### config.mk
export PLATFORM = sky130hd
export DESIGN_NAME = pfba_ctrl
export DESIGN_NICKNAME = d
export VERILOG_FILES = /design/src/sv/page_frame_bitmap_allocator_assert.svh /design/src/sv/pfba_pkg.sv /design/src/sv/pfba_ctrl.sv
export SDC_FILE = /design/constraint.sdc
export NUM_CORES = 1
export LEC_CHECK = 0
export ABC_AREA = 1
export BUFFER_PORTS_ARGS = -buffer_cell sky130_fd_sc_hd__buf_4
export CAP_MARGIN = 20
export CELL_PAD_IN_SITES_DETAIL_PLACEMENT = 2
export CELL_PAD_IN_SITES_GLOBAL_PLACEMENT = 2
export CORE_MARGIN = 5
export CORE_UTILIZATION = 22
export CTS_CLUSTER_DIAMETER = 40
export CTS_CLUSTER_SIZE = 25
export DETAILED_ROUTE_END_ITERATION = 7
export GPL_ROUTABILITY_DRIVEN = 0
export PLACE_DENSITY_LB_ADDON = 0.05
export SETUP_SLACK_MARGIN = 0.15
export SLEW_MARGIN = 0
export SYNTH_ARGS = -nofsm -noshare
export SYNTH_HDL_FRONTEND = slang
export SYNTH_SLANG_ARGS = --single-unit
export TNS_END_PERCENT = 5
### constraint.sdc
create_clock -name clk_i -period 1.65 [get_ports clk_i]
set_input_delay 0.2475 -clock clk_i [delete_from_list [all_inputs] [get_ports clk_i]]
set_output_delay 0.2475 -clock clk_i [all_outputs]
set_load 0.005 [all_outputs]
### src/sv/page_frame_bitmap_allocator_assert.svh
// Assertion macros for the page frame bitmap allocator.
// Taken in by the modules that check their own logic; no other dependencies.
`ifndef PAGE_FRAME_BITMAP_ALLOCATOR_ASSERT_SVH
`define PAGE_FRAME_BITMAP_ALLOCATOR_ASSERT_SVH

// clocked property with asynchronous active-low reset
`define PFBA_CLK_PROP(clk, rstn, prop) @(posedge clk) disable iff (!rstn) prop

`define PFBA_ASSERT(lbl, clk, rstn, prop, msg) \
  lbl: assert property (`PFBA_CLK_PROP(clk, rstn, prop)) else $error(msg);

`endif

### src/sv/pfba_pkg.sv
// Types and constants of the page frame bitmap allocator.
// Used by the controller, the datapath and the top level; no dependencies.
package pfba_pkg;

  localparam int FRAME_W    = 21;   // frame numbers up to 2^20 inclusive
  localparam int ADDR_W     = 32;
  localparam int PAGE_SHIFT = 12;
  localparam int FREE_W     = 21;
  localparam int REQ_W      = 3;
  localparam int KIND_W     = 2;
  localparam int LOWMEM_MSB = 20;   // 1 MiB boundary bit

  typedef enum logic [REQ_W-1:0] {
    REQ_CLEAR  = 3'd0,
    REQ_REGION = 3'd1,
    REQ_FINISH = 3'd2,
    REQ_ALLOC  = 3'd3,
    REQ_FREE   = 3'd4
  } req_e;

  typedef enum logic [KIND_W-1:0] {
    KIND_AVAIL = 2'd0,
    KIND_RSVD  = 2'd1
  } kind_e;

  typedef enum logic [3:0] {
    ST_SWEEP,
    ST_IDLE,
    ST_DECODE,
    ST_CLEAR,
    ST_MRK_RD,
    ST_MRK_WR,
    ST_AL_RD,
    ST_AL_CHK,
    ST_FR_RD,
    ST_FR_WR,
    ST_DONE
  } state_e;

  typedef enum logic [1:0] {
    ADDR_SWEEP,
    ADDR_MARK,
    ADDR_SCAN,
    ADDR_FREE
  } addr_sel_e;

  typedef struct packed {
    logic      load_req;
    logic      sweep_start;
    logic      sweep_step;
    logic      mark_load;
    logic      mark_step;
    logic      set_init;
    logic      alloc_load;
    logic      alloc_next;
    logic      alloc_take;
    logic      free_take;
    logic      rd_en;
    logic      res_clear;
    logic      out_load;
    addr_sel_e addr_sel;
  } cmd_t;

  typedef struct packed {
    logic [REQ_W-1:0] req;
    logic             sweep_last;
    logic             reg_go;
    logic             mark_more;
    logic             cnt_zero;
    logic             free_ok;
    logic             word_full;
    logic             scan_last;
    logic             out_busy;
  } sts_t;

endpackage

### src/sv/pfba_ctrl.sv
// Controller state machine of the page frame bitmap allocator.
// Depends on pfba_pkg; drives the datapath by command and reads its status.
module pfba_ctrl (
  input  logic          clk_i,
  input  logic          rst_ni,
  input  logic          in_valid_i,
  output logic          in_ready_o,
  input  pfba_pkg::sts_t sts_i,
  output pfba_pkg::cmd_t cmd_o
);

  pfba_pkg::state_e state_q, state_d;

  always_ff @(posedge clk_i or negedge rst_ni) begin
    if (!rst_ni) begin
      state_q <= pfba_pkg::ST_SWEEP;
    end else begin
      state_q <= state_d;
    end
  end

  always_comb begin
    state_d    = state_q;
    cmd_o      = '0;
    in_ready_o = 1'b0;
    case (state_q)
      pfba_pkg::ST_SWEEP, pfba_pkg::ST_CLEAR: begin
        cmd_o.sweep_step = 1'b1;
        cmd_o.addr_sel   = pfba_pkg::ADDR_SWEEP;
        if (sts_i.sweep_last) begin
          state_d = (state_q == pfba_pkg::ST_SWEEP) ? pfba_pkg::ST_IDLE : pfba_pkg::ST_DONE;
        end
      end
      pfba_pkg::ST_IDLE: begin
        in_ready_o     = 1'b1;
        cmd_o.load_req = in_valid_i;
        if (in_valid_i) begin
          state_d = pfba_pkg::ST_DECODE;
        end
      end
      pfba_pkg::ST_DECODE: begin
        cmd_o.res_clear = 1'b1;
        state_d         = pfba_pkg::ST_DONE;
        case (sts_i.req)
          pfba_pkg::REQ_CLEAR: begin
            cmd_o.sweep_start = 1'b1;
            state_d           = pfba_pkg::ST_CLEAR;
          end
          pfba_pkg::REQ_REGION: begin
            if (sts_i.reg_go) begin
              cmd_o.mark_load = 1'b1;
              state_d         = pfba_pkg::ST_MRK_RD;
            end
          end
          pfba_pkg::REQ_FINISH: begin
            cmd_o.set_init = 1'b1;
          end
          pfba_pkg::REQ_ALLOC: begin
            if (!sts_i.cnt_zero) begin
              cmd_o.alloc_load = 1'b1;
              state_d          = pfba_pkg::ST_AL_RD;
            end
          end
          pfba_pkg::REQ_FREE: begin
            if (sts_i.free_ok) begin
              state_d = pfba_pkg::ST_FR_RD;
            end
          end
          default: begin
            state_d = pfba_pkg::ST_DONE;
          end
        endcase
      end
      pfba_pkg::ST_MRK_RD: begin
        cmd_o.addr_sel = pfba_pkg::ADDR_MARK;
        if (sts_i.mark_more) begin
          cmd_o.rd_en = 1'b1;
          state_d     = pfba_pkg::ST_MRK_WR;
        end else begin
          state_d = pfba_pkg::ST_DONE;
        end
      end
      pfba_pkg::ST_MRK_WR: begin
        cmd_o.addr_sel  = pfba_pkg::ADDR_MARK;
        cmd_o.mark_step = 1'b1;
        state_d         = pfba_pkg::ST_MRK_RD;
      end
      pfba_pkg::ST_AL_RD: begin
        cmd_o.addr_sel = pfba_pkg::ADDR_SCAN;
        cmd_o.rd_en    = 1'b1;
        state_d        = pfba_pkg::ST_AL_CHK;
      end
      pfba_pkg::ST_AL_CHK: begin
        cmd_o.addr_sel = pfba_pkg::ADDR_SCAN;
        if (!sts_i.word_full) begin
          cmd_o.alloc_take = 1'b1;
          state_d          = pfba_pkg::ST_DONE;
        end else if (sts_i.scan_last) begin
          state_d = pfba_pkg::ST_DONE;
        end else begin
          cmd_o.alloc_next = 1'b1;
          state_d          = pfba_pkg::ST_AL_RD;
        end
      end
      pfba_pkg::ST_FR_RD: begin
        cmd_o.addr_sel = pfba_pkg::ADDR_FREE;
        cmd_o.rd_en    = 1'b1;
        state_d        = pfba_pkg::ST_FR_WR;
      end
      pfba_pkg::ST_FR_WR: begin
        cmd_o.addr_sel  = pfba_pkg::ADDR_FREE;
        cmd_o.free_take = 1'b1;
        state_d         = pfba_pkg::ST_DONE;
      end
      pfba_pkg::ST_DONE: begin
        if (!sts_i.out_busy) begin
          cmd_o.out_load = 1'b1;
          state_d        = pfba_pkg::ST_IDLE;
        end
      end
      default: begin
        state_d = pfba_pkg::ST_IDLE;
      end
    endcase
  end

endmodule

==> summary.md <==
| Metric | Value |
|---|---|
| Status | `finished with violations` |
| Violated checks | `negative setup slack` |
| Ys Warns | `0` |
| Initial Util | `between 20% and 30%` |
| RR Endpoint | `state_q[1]$_DFFE_PN0P_` |
| Cells after Synth | `97` |
| Yosys cell types | `25` |
| Fin Hold WS | `320 ps` |
| DRT Wirelength | `roughly 2500 um` |
| Reported leakage power | `0.536 nW` |
| Post-synthesis mux area share | `0%` |
| Post-synthesis sequential area ratio | `17.5%` |
| CTS max path bufs | `2` |
| Max_cap viols | `0` |
| Initial antenna violation count | `0` |
| Worst path cell trace | `buf_4 -> nor2_1 -> nand3_1 -> nand2_2 -> buf_4` |
| Die Span X | `~60 um` |
| Nets | `156` |
| Xor and xnor area share after synthesis | `0%` |
| IO Pins | `30` |
| GRT overflow | `0` |
| Slew of the pin with the lowest slew margin | `237 ps` |
| Syn_nets | `111` |
| Max FFs per register | `4` |
| Post-Synth Adder-Cell Area | `0%` |
| CP max stage cell | `dfrtp_2` |
| R2R depth | `8` |
| Pwr Total | `~1.5 mW` |
| Worst r2r src | `state_q[2]$_DFFE_PN0P_` |
| Core area | `0.00248 mm^2` |
| Iteration-0 DRC Markers | `5` |
| Final Non-Filler Cells | `170` |
| Drt pass-1 iters | `4` |
| Fill cells | `~320` |
| H-tree levels | `1` |
| Vias per inst | `4.70` |
| I/O Buffers | `29` |
| Dpl cells | `between 150 and 200` |
| Ant. Diodes | `0` |
| DRC violations left | `0` |
| Routed Antenna Nets | `0` |
| Fin. max-slew vios | `0` |
| First-pass GRT wire length | `3880 um` |
| Largest family of logic cells by synthesized area | `simple AND/OR/NAND/NOR gates` |
| Syn avg cell area | `5.89 um^2` |
| Met1 Usage GRT | `between 10% and 20%` |
| Later-pin clock latency in the skew report | `~240 ps` |
| Critical path class | `register to primary output` |
| Setup crit start kind | `register` |
| CP delay by family, top | `simple AND/OR/NAND/NOR gates` |
| Peak supply drop | `around 0.60 mV` |
| Die area | `0.00372 mm^2` |
| Post-Syn Area | `approximately 570 um^2` |
| Crit. End Element | `primary output` |
| Hold_sp | `sts_i[0]` |
| Worst R2R Setup Slack | `170 ps` |
| GRT Util Overall | `14.1%` |
| Largest net degree at the start of global routing | `10` |
| CP Max Fanout | `3` |
| Synth Area in Compound Gates | `7.22%` |
| Final Hold Fails | `0` |
| Final setup viols | `1` |
| Power per cell area | `1500 mW/mm^2` |
| Synth Register Bits | `4` |
| Met3 Use GR | `1.49%` |
| RSZ-0062 raised after global routing | `yes` |
| Num rows | `18` |
| Crit path buffers/inverters | `2` |
| Die span in y | `just over 60 um` |
| Min-Delay Endpoint | `state_q[3]$_DFFE_PN0P_` |
| P&R area growth vs syn | `75.1%` |
| TritonCTS Sinks | `4` |
| Vias in the first global route | `868` |
| Inserted Clock Buffers | `3` |
| CTS clk-pin slew, worst paths | `40 ps` |
| CP required | `1400 ps` |
| CTS tree | `done` |
| WP data arrival | `1470 ps` |
| Worst stage delay on the critical path | `420 ps` |
| Clk_skew | `3.24 ps` |
| Hold depth | `3` |
| Busiest grt layer | `met2` |
| Share of layout cells above drive strength 1 | `53.6%` |
| Via count | `about 800` |
| Clock root buffer | `clkbuf_4` |
| Fin crit share | `104%` |
| Minimum clock period | `roughly 1700 ps` |
| Detailed-route wire length per cell | `14.8 um` |
| Rel. slew slack | `between 80% and 90%` |
| Simple-gate share of the synthesized area | `60.0%` |
| Met2 Use GR | `26.1%` |
| Biggest register | `state_q` |
| Largest regs | `state_q (4)` |
| Final worst setup slack | `-68.6 ps` |
| Crit-path most repeated cell | `buf_4` |
| F_max | `582 MHz` |
| Min-delay worst type | `input port to register` |
| HPWL Detailed | `roughly 1900 um` |
per-layer routing:
metal | routed length [um] | vias up
met2 | 1380 | 26
met3 | 120 | 5
met4 | 36 | 0
met5 | 0 | -
met1 | 981 | 373
li1 | - | 395
worst max path at each step:
stage	startpoint	to	slack (ps)	cells after the start
2_1_floorplan	state_q[0]$_DFFE_PN0P_	cmd_o[9]	380	6
3_3_place_gp	state_q[1]$_DFFE_PN0P_	cmd_o[9]	180	5
3_5_place_dp	state_q[1]$_DFFE_PN0P_	cmd_o[9]	140	5
4_1_cts	state_q[3]$_DFFE_PN0P_	cmd_o[8]	10	6
5_1_grt	state_q[2]$_DFFE_PN0P_	cmd_o[12]	-140	5
6_report	state_q[2]$_DFFE_PN0P_	cmd_o[12]	-70	5
through the flow:
stage	cell area, um^2	TNS, ps	setup slack (ps)	util [%]
2_1_floorplan	572	0	381	-
3_3_place_gp	823	0	183	33.2
3_5_place_dp	823	0	135	33.2
4_1_cts	912	0	13.1	36.8
5_1_grt	1000	-226	-135	40.4
6_report	1000	-68.6	-68.6	40.4
Yosys cell counts, drive strengths merged:
library cell | count | area, um^2
nand2 | 26 | 113
nor2 | 21 | 101
inv | 14 | 55.1
nand3 | 12 | 60.1
dfrtp | 4 | 100
nor3 | 4 | 25.0
o21ai | 4 | 20.0
a21oi | 2 | 13.8
buf | 2 | 18.8
clkinv | 2 | 13.8
nor2b | 2 | 12.5
nand4 | 1 | 6.26
nor3b | 1 | 18.8
nor4 | 1 | 6.26
o211ai | 1 | 7.51
cell families after synthesis:
group / count (synthesis)
flip-flops: 4
buffers and inverters: 18
AO/OA/AOI/OAI: 7
AND/OR/NAND/NOR: 68
cell type report:
cell class / instances / area [um^2] / share of cell area (%)
well taps: 30 / 37.5 / 3.75
clock buffers: 3 / 22.5 / 2.25
flip-flops and latches: 4 / 103 / 10.2
repair buffers: 42 / 329 / 32.9
inverters: 16 / 68.8 / 6.88
multi-input cells: 75 / 440 / 44.0
tightest hold or removal path: stages:
cell and delay, ps:
buf_4 100, nand3_2 100, nand2_1 80
power by group:
group          total [mW]  switching [mW]  internal, mW  leakage (nW)
Combinational        1.16           0.645         0.516         0.474
Clock               0.125          0.0439        0.0816        0.0138
Sequential          0.217          0.0721         0.145        0.0484
Total                1.50           0.761         0.743         0.536
placed cells by master (no fill, tap or decap), drive strengths merged:
cell type    count
a21oi            2
buf             41
clkbuf           3
clkinv           2
dfrtp            4
dlygate4sd3      1
inv             14
nand2           26
nand3           12
nand4            1
nor2            21
nor2b            2
nor3             4
nor3b            1
nor4             1
o211ai           1
o21ai            4
repair_timing:
item / 4_1_cts / 5_1_grt
setup buffers: 5 / 5
pin swaps: 3 / 5
setup endpoints to repair: 14 / 18
hold buffers: 1 / 0
gates resized for setup: 6 / 15
endpoints found under the hold margin: 4 / 0
Note: power is estimated with default switching activity, not from simulation.
